`src/hdl/imaf_pkg.sv`:
```
// shared constants and codes for the interval moving average filter
package imaf_pkg;

    localparam int WINDOW_DEF      = 8;
    localparam int SAMPLE_BITS_DEF = 10;

    localparam int CMD_W      = 1;
    localparam int ELAPSED_W  = 16;
    localparam int THRESH_W   = 10;
    localparam int VALUE_W    = 10;
    localparam int INTERVAL_W = 16;
    localparam int ACCUM_W    = 17;

    localparam logic [INTERVAL_W-1:0] INTERVAL_RESET = 16'd1000;
    localparam logic [ACCUM_W-1:0]    ACCUM_MAX      = {ACCUM_W{1'b1}};

    localparam logic [CMD_W-1:0] CMD_TICK  = 1'b0;
    localparam logic [CMD_W-1:0] CMD_CHECK = 1'b1;

endpackage

```
`src/hdl/imaf_in_if.sv`:
```
// request channel carrying one tick or check item
interface imaf_in_if #(
    parameter int SAMPLE_BITS = imaf_pkg::SAMPLE_BITS_DEF
) ();
    import imaf_pkg::*;

    logic                   valid;
    logic                   ready;
    logic [CMD_W-1:0]       command;
    logic [ELAPSED_W-1:0]   elapsed;
    logic [SAMPLE_BITS-1:0] sample;
    logic [THRESH_W-1:0]    threshold;

    modport source (output valid, command, elapsed, sample, threshold, input ready);
    modport sink   (input valid, command, elapsed, sample, threshold, output ready);

endinterface

```
`src/hdl/imaf_out_if.sv`:
```
// result channel carrying the smoothed value and its flags
interface imaf_out_if ();
    import imaf_pkg::*;

    logic               valid;
    logic               ready;
    logic [VALUE_W-1:0] value;
    logic               new_reading;
    logic               changed;

    modport source (output valid, value, new_reading, changed, input ready);
    modport sink   (input valid, value, new_reading, changed, output ready);

endinterface

```
`src/hdl/interval_moving_average_filter.sv`:
```
// top level: interval-gated moving average with change detection
//
//  channel   dir  handshake          payload
//  i_in      in   valid/ready        command, elapsed, sample, threshold
//  o_out     out  valid/ready        value, new_reading, changed
//  i_cfg_*   in   write enable only  read_interval (16 bits)
//
//  one request per cycle while no result is stalled; its result is registered and shows in the cycle after acceptance
//  the result register frees when o_out.ready is high, so a stalled result
//  only blocks input when the register is still full and not taken
//  sync active-low reset clears timing, ring position and fill state, average and ack state
//  the ring read for the next sample is prefetched into a register
module interval_moving_average_filter #(
    parameter int WINDOW      = imaf_pkg::WINDOW_DEF,
    parameter int SAMPLE_BITS = imaf_pkg::SAMPLE_BITS_DEF
) (
    input  logic                              i_clk,
    input  logic                              i_rst_n,
    input  logic                              i_cfg_wr_en,
    input  logic [imaf_pkg::INTERVAL_W-1:0]   i_cfg_wr_data,
    imaf_in_if.sink                           i_in,
    imaf_out_if.source                        o_out
);
    import imaf_pkg::*;

    localparam int POS_W     = (WINDOW > 1) ? $clog2(WINDOW) : 1;
    localparam int LOG_W     = $clog2(WINDOW);
    localparam int TOTAL_W   = SAMPLE_BITS + LOG_W;
    localparam int DIV_SHIFT = TOTAL_W + LOG_W;
    localparam int PROD_W    = TOTAL_W + DIV_SHIFT + 1;
    localparam int SUM_W     = ACCUM_W + 1;
    localparam int CMP_W     = (SAMPLE_BITS > THRESH_W) ? SAMPLE_BITS : THRESH_W;
    localparam longint DIV_MULT = ((longint'(1) << DIV_SHIFT) + WINDOW - 1) / WINDOW;
    localparam logic [POS_W-1:0] POS_LAST = POS_W'(WINDOW - 1);

    logic [INTERVAL_W-1:0]  r_interval;
    logic [ACCUM_W-1:0]     r_accum;
    logic [POS_W-1:0]       r_pos;
    logic                   r_full;
    logic                   r_rd_ok;
    logic [SAMPLE_BITS-1:0] r_ring_rd;
    logic [SAMPLE_BITS-1:0] ring [WINDOW];
    logic [TOTAL_W-1:0]     r_total;
    logic [SAMPLE_BITS-1:0] r_value;
    logic [SAMPLE_BITS-1:0] r_acked;
    logic                   r_acked_valid;
    logic                   r_out_valid;
    logic [VALUE_W-1:0]     r_out_value;
    logic                   r_out_new;
    logic                   r_out_changed;

    logic                   accept;
    logic                   is_tick;
    logic [SUM_W-1:0]       accum_sum;
    logic [ACCUM_W-1:0]     accum_sat;
    logic                   take;
    logic [SAMPLE_BITS-1:0] old_sample;
    logic [TOTAL_W-1:0]     n_total;
    logic [SAMPLE_BITS-1:0] quot;
    logic [POS_W-1:0]       pos_next;
    logic [SAMPLE_BITS-1:0] acked_cmp;
    logic [SAMPLE_BITS-1:0] diff;
    logic                   changed;

    assign i_in.ready = !r_out_valid || o_out.ready;
    assign accept     = i_in.valid && i_in.ready;
    assign is_tick    = (i_in.command == CMD_TICK);

    // saturating time accumulator
    assign accum_sum = SUM_W'(r_accum) + SUM_W'(i_in.elapsed);
    assign accum_sat = accum_sum[ACCUM_W] ? ACCUM_MAX : accum_sum[ACCUM_W-1:0];
    assign take      = is_tick && (accum_sat >= ACCUM_W'(r_interval));

    // entries never written read as zero
    assign old_sample = r_rd_ok ? r_ring_rd : '0;

    always_comb begin
        if (WINDOW == 1) begin
            n_total = TOTAL_W'(i_in.sample);
        end else begin
            n_total = r_total - TOTAL_W'(old_sample) + TOTAL_W'(i_in.sample);
        end
    end

    assign pos_next = (r_pos == POS_LAST) ? '0 : r_pos + 1'b1;

    generate
        if ((WINDOW & (WINDOW - 1)) == 0) begin : g_shift
            assign quot = SAMPLE_BITS'(n_total >> LOG_W);
        end else begin : g_recip
            // multiply by rounded-up reciprocal, exact over the total's range
            logic [PROD_W-1:0] prod;
            assign prod = PROD_W'(n_total) * PROD_W'(DIV_MULT);
            assign quot = SAMPLE_BITS'(prod >> DIV_SHIFT);
        end
    endgenerate

    // first check compares against the current value itself
    assign acked_cmp = r_acked_valid ? r_acked : r_value;
    assign diff      = (r_value >= acked_cmp) ? r_value - acked_cmp : acked_cmp - r_value;
    assign changed   = !is_tick && (CMP_W'(diff) >= CMP_W'(i_in.threshold));

    always_ff @(posedge i_clk) begin
        if (!i_rst_n) begin
            r_interval    <= INTERVAL_RESET;
            r_accum       <= '0;
            r_pos         <= '0;
            r_full        <= 1'b0;
            r_rd_ok       <= 1'b0;
            r_total       <= '0;
            r_value       <= '0;
            r_acked_valid <= 1'b0;
            r_out_valid   <= 1'b0;
        end else begin
            if (i_cfg_wr_en) begin
                r_interval <= i_cfg_wr_data;
            end
            if (accept) begin
                r_out_valid <= 1'b1;
                if (is_tick) begin
                    r_accum <= take ? '0 : accum_sat;
                    if (take) begin
                        r_total <= n_total;
                        r_value <= quot;
                        r_pos   <= pos_next;
                        r_rd_ok <= r_full || (pos_next == '0);
                        if (pos_next == '0) begin
                            r_full <= 1'b1;
                        end
                    end
                end else begin
                    r_acked_valid <= 1'b1;
                end
            end else if (o_out.ready) begin
                r_out_valid <= 1'b0;
            end
        end
    end

    always_ff @(posedge i_clk) begin
        if (accept && take) begin
            ring[r_pos] <= i_in.sample;
            r_ring_rd   <= ring[pos_next];
        end
        if (accept && !is_tick && (!r_acked_valid || changed)) begin
            r_acked <= r_value;
        end
        if (accept) begin
            r_out_value   <= VALUE_W'(take ? quot : r_value);
            r_out_new     <= take;
            r_out_changed <= changed;
        end
    end

    assign o_out.valid       = r_out_valid;
    assign o_out.value       = r_out_value;
    assign o_out.new_reading = r_out_new;
    assign o_out.changed     = r_out_changed;

endmodule

```
`src/flat_wrapper.sv`:
```
// flat-port wrapper written by rule: the top's interface ports become plain ports
module interval_moving_average_filter_flat import imaf_pkg::*;
#(
    parameter int WINDOW      = imaf_pkg::WINDOW_DEF,
    parameter int SAMPLE_BITS = imaf_pkg::SAMPLE_BITS_DEF
)
  (i_clk, i_rst_n, i_cfg_wr_en, i_cfg_wr_data, i_in_valid, i_in_command, i_in_elapsed, i_in_sample, i_in_threshold, i_in_ready, o_out_valid, o_out_value, o_out_new_reading, o_out_changed, o_out_ready);
  imaf_in_if #(.SAMPLE_BITS(SAMPLE_BITS)) i_in_i ();
  imaf_out_if o_out_i ();
  input  logic i_clk;
  input  logic i_rst_n;
  input  logic i_cfg_wr_en;
  input  logic [imaf_pkg::INTERVAL_W-1:0] i_cfg_wr_data;
  input wire logic [$bits(i_in_i.valid)-1:0] i_in_valid;
  input wire logic [$bits(i_in_i.command)-1:0] i_in_command;
  input wire logic [$bits(i_in_i.elapsed)-1:0] i_in_elapsed;
  input wire logic [$bits(i_in_i.sample)-1:0] i_in_sample;
  input wire logic [$bits(i_in_i.threshold)-1:0] i_in_threshold;
  output wire logic [$bits(i_in_i.ready)-1:0] i_in_ready;
  output wire logic [$bits(o_out_i.valid)-1:0] o_out_valid;
  output wire logic [$bits(o_out_i.value)-1:0] o_out_value;
  output wire logic [$bits(o_out_i.new_reading)-1:0] o_out_new_reading;
  output wire logic [$bits(o_out_i.changed)-1:0] o_out_changed;
  input wire logic [$bits(o_out_i.ready)-1:0] o_out_ready;
  assign i_in_i.valid = i_in_valid;
  assign i_in_i.command = i_in_command;
  assign i_in_i.elapsed = i_in_elapsed;
  assign i_in_i.sample = i_in_sample;
  assign i_in_i.threshold = i_in_threshold;
  assign i_in_ready = i_in_i.ready;
  assign o_out_valid = o_out_i.valid;
  assign o_out_value = o_out_i.value;
  assign o_out_new_reading = o_out_i.new_reading;
  assign o_out_changed = o_out_i.changed;
  assign o_out_i.ready = o_out_ready;
  interval_moving_average_filter #(.WINDOW(WINDOW), .SAMPLE_BITS(SAMPLE_BITS)) u_core (.i_clk(i_clk), .i_rst_n(i_rst_n), .i_cfg_wr_en(i_cfg_wr_en), .i_cfg_wr_data(i_cfg_wr_data), .i_in(i_in_i), .o_out(o_out_i));
endmodule
```
`config.mk`:
```
export PLATFORM = sky130hd
export DESIGN_NAME = interval_moving_average_filter_flat
export DESIGN_NICKNAME = d
export VERILOG_FILES = /design/src/hdl/imaf_pkg.sv /design/src/hdl/imaf_in_if.sv /design/src/hdl/imaf_out_if.sv /design/src/hdl/interval_moving_average_filter.sv /design/src/flat_wrapper.sv
export SDC_FILE = /design/constraint.sdc
export NUM_CORES = 1
export LEC_CHECK = 0
export BUFFER_PORTS_ARGS = -buffer_cell sky130_fd_sc_hd__buf_2
export CORE_MARGIN = 4
export CORE_UTILIZATION = 60
export DETAILED_ROUTE_END_ITERATION = 7
export MAX_ROUTING_LAYER = met4
export PLACE_DENSITY = 0.88
export SYNTH_ARGS = -nofsm -noshare
export SYNTH_HDL_FRONTEND = slang
export SYNTH_SLANG_ARGS = --single-unit
```
`constraint.sdc`:
```
create_clock -name i_clk -period 6.7 [get_ports i_clk]
set_input_delay 0 -clock i_clk [delete_from_list [all_inputs] [get_ports i_clk]]
set_output_delay 0 -clock i_clk [all_outputs]
set_load 0.03 [all_outputs]
```
==> out/metrics.cfg <==
[run_status]
status=finished clean

[detailed_routing]
wl_met3_um=1060
wl_met2_um=10100
routed_wl_um=20300
viasPerCell=5.71
drc=0
vias=6938
drt-pass1-iter-count=5
avgRoutedWirePerCell_um=16.8
top_layer_used=met4
drt_iter0_markers=414
routedLengthMet1_um=8550
drtAntennaViolNets=0

[cts]
cts-root-buf=clkbuf_16
cts_resized=0
insertion_delay_ps=430
numCtsBuffers=17
cts_tree=done
cts_sinks=175
clk_path_buf_depth=2
htreeDepth=4
clk_pin_slew_ps=70

[global_routing]
antenna_found_initial=0
grt_pass1_wl_um=33700
grt_usage=0.240
grt_pass1_vias=6959
grt_max_degree=65
grt_overflow=0

[critical_path]
critical_path_arrival_ps=5500
cp-end-kind=register
crit_type=reg -> reg
cp_data_required_time_ps=6740
path_max_fanout=22
start_kind=register

[hold_path]
min-delay-path-class=in -> reg

[logic_synthesis]
postSynthCellCount=898
synth_nets=1045
synthArstFlopShare=0
synth_area_leader_cell=edfxtp_1
synth_cell_types=66
ys_seq_area_frac=0.478
netlist_top_cells_area=edfxtp_1, dfxtp_1, ha_1
synthFlopType=edfxtp_1
synth-edff-count=112
netlist_area_sq_um=9680
syn_area_per_cell_sq_um=10.8
ys_ff_latch=175
synth_top_area_share=0.347
ys_warn_count=0

[flow_run]
maxCapViolations=0

[timing]
period_needed_ps=5460
fin_setup_tns_ps=0
worst_pin_slew_ps=1100
finalClockSkew_ps=12.8
slew_violations=0
finalCritPeriodShare=0.815
max_freq_ghz=0.183
hold_viol_final=0
setup_viol=0
rsz0062_at_grt=no
slew_headroom=0.266

[cells_and_area]
post-route-util=0.698
antenna_cells=0
drive_gt1_frac=0.136
multi_input_area_sq_um=4530
num-fill-cells=1102
regArea_sq_um=4620
finalNetCount=1132
synthToLayoutAreaGrowth_pct=14.0

[die]
fp-row-count=46
dieArea_sq_um=18200
start_util=0.612
die_h_um=135
die-width_um=135
io_pins=72
core-area_sq_um=15800

[power]
cellPowerDensity_nw_per_um2=301
ir_drop_v=0.000248
p_leak_nw=4.66

[placed_design]
gp_congestion=0.915
dp.final_hpwl_um=14000
numPortBuffers=71

-- state kept, by name (all words and copies together) (netlist names) --
| signal | cells |
|---|---|
| u_core.ring | 80 |
| u_core.r_accum | 17 |
| u_core.r_interval | 16 |
| u_core.r_total | 13 |
| u_core.o_out.value | 10 |
| u_core.r_acked | 10 |
| u_core.r_ring_rd | 10 |
| u_core.r_value | 10 |
| u_core.r_pos | 3 |
| u_core.o_out.changed | 1 |
| u_core.o_out.new_reading | 1 |
| u_core.o_out.valid | 1 |
| u_core.r_acked_valid | 1 |
| u_core.r_full | 1 |
| u_core.r_rd_ok | 1 |
-- cells in the mapped netlist, drive strengths merged, types with 18 or more instances --
master  number
edfxtp     112
inv         95
nand2       79
ha          76
dfxtp       63
o21ai       57
nor2        45
a21oi       41
clkbuf      23
xnor2       21
mux2        20
mux2i       18
nand3       18
-- metrics by stage --
step           setup slack, ps  area [sq um]  cells  total power, mW  hold slack (ps)
2_1_floorplan             1900          9680    898             2.16             98.9
3_3_place_gp              1390         10200   1154             2.33              215
3_5_place_dp              1200         10200   1154             2.37              223
4_1_cts                   1170         11000   1214             3.33             3.82
5_1_grt                    767         11000   1214             3.53             20.5
6_report                  1240         11000   1214             3.33             23.9
-- area by class of cell --
| class | instances | share of cell area |
|---|---|---|
| Sequential cell | 175 | 0.419 |
| Multi-Input combinational cell | 590 | 0.410 |
| Timing Repair Buffer | 106 | 0.0623 |
| Clock buffer | 17 | 0.0385 |
| Inverter | 95 | 0.0323 |
| Tap cell | 216 | 0.0245 |
| Clock inverter | 15 | 0.0135 |
-- cell usage in the layout, fill, tap and decap left out, types with 17 or more instances in the layout --
cell,netlist,final
inv_1,95,95
dlygate4sd3_1,0,28
xnor2_1,21,21
o21ai_1,30,30
nand3_1,18,18
edfxtp_1,112,112
nand2_1,79,79
dfxtp_1,63,63
a21oi_1,40,40
clkbuf_16,0,17
nor2_1,45,44
o21ai_0,27,27
o21a_1,17,17
ha_1,76,76
buf_2,8,71
mux2i_1,18,18
-- repair_timing --
| item | in CTS | in global routing |
|---|---|---|
| buffers inserted | 0 | 0 |
| hold buffers | 28 | 0 |
| endpoints found under the hold margin | 98 | 0 |
-- critical path, cell delays in order (launching register included) --
cell	delay [ps]
dfxtp_1	770
nand2_1	100
o21a_1	160
inv_1	60
ha_1	140
inv_1	60
fa_1	380
a21o_1	200
a21oi_4	180
a31oi_1	130
or3_1	670
mux2i_1	370
mux2i_1	230
o31ai_1	90
a211oi_1	240
ha_1	210
nor2_1	50
o21ai_0	70
o211ai_1	150
a21oi_1	800
-- report_power, final --
group | switching [mW] | total, mW | internal (mW)
Combinational | 0.625 | 1.10 | 0.479
Sequential | 0.0407 | 1.28 | 1.23
Clock | 0.455 | 0.949 | 0.494
Total | 1.12 | 3.33 | 2.21
-- path summary, 6_finish.rpt --
path | start | endpoint | slack, ps | depth (start not counted)
setup / recovery | u_core.r_acked_valid | u_core.r_acked[4] | 1240 | 19
hold / removal | i_in_elapsed[0] | u_core.r_accum[0] | 20 | 4
setup reg to reg | u_core.r_acked_valid | u_core.r_acked[4] | 1240 | 19
hold reg to reg | u_core.r_total[8] | u_core.r_total[8] | 460 | 2
-- layer usage --
metal,vias up,GRT usage
met5,-,-
met4,0,0.0946
met3,49,0.0443
met2,234,0.398
met1,3271,0.293
li1,3384,-
-- kinds of logic after synthesis --
logic type | after synthesis | synth area share
simple gates | 216 | 0.109
xor+xnor | 30 | 0.0271
fa+ha+maj | 89 | 0.125
buf+inv | 133 | 0.0557
compound gates | 207 | 0.140
mux | 48 | 0.0651
flops | 175 | 0.478
Power figures use the tool's default switching activity.
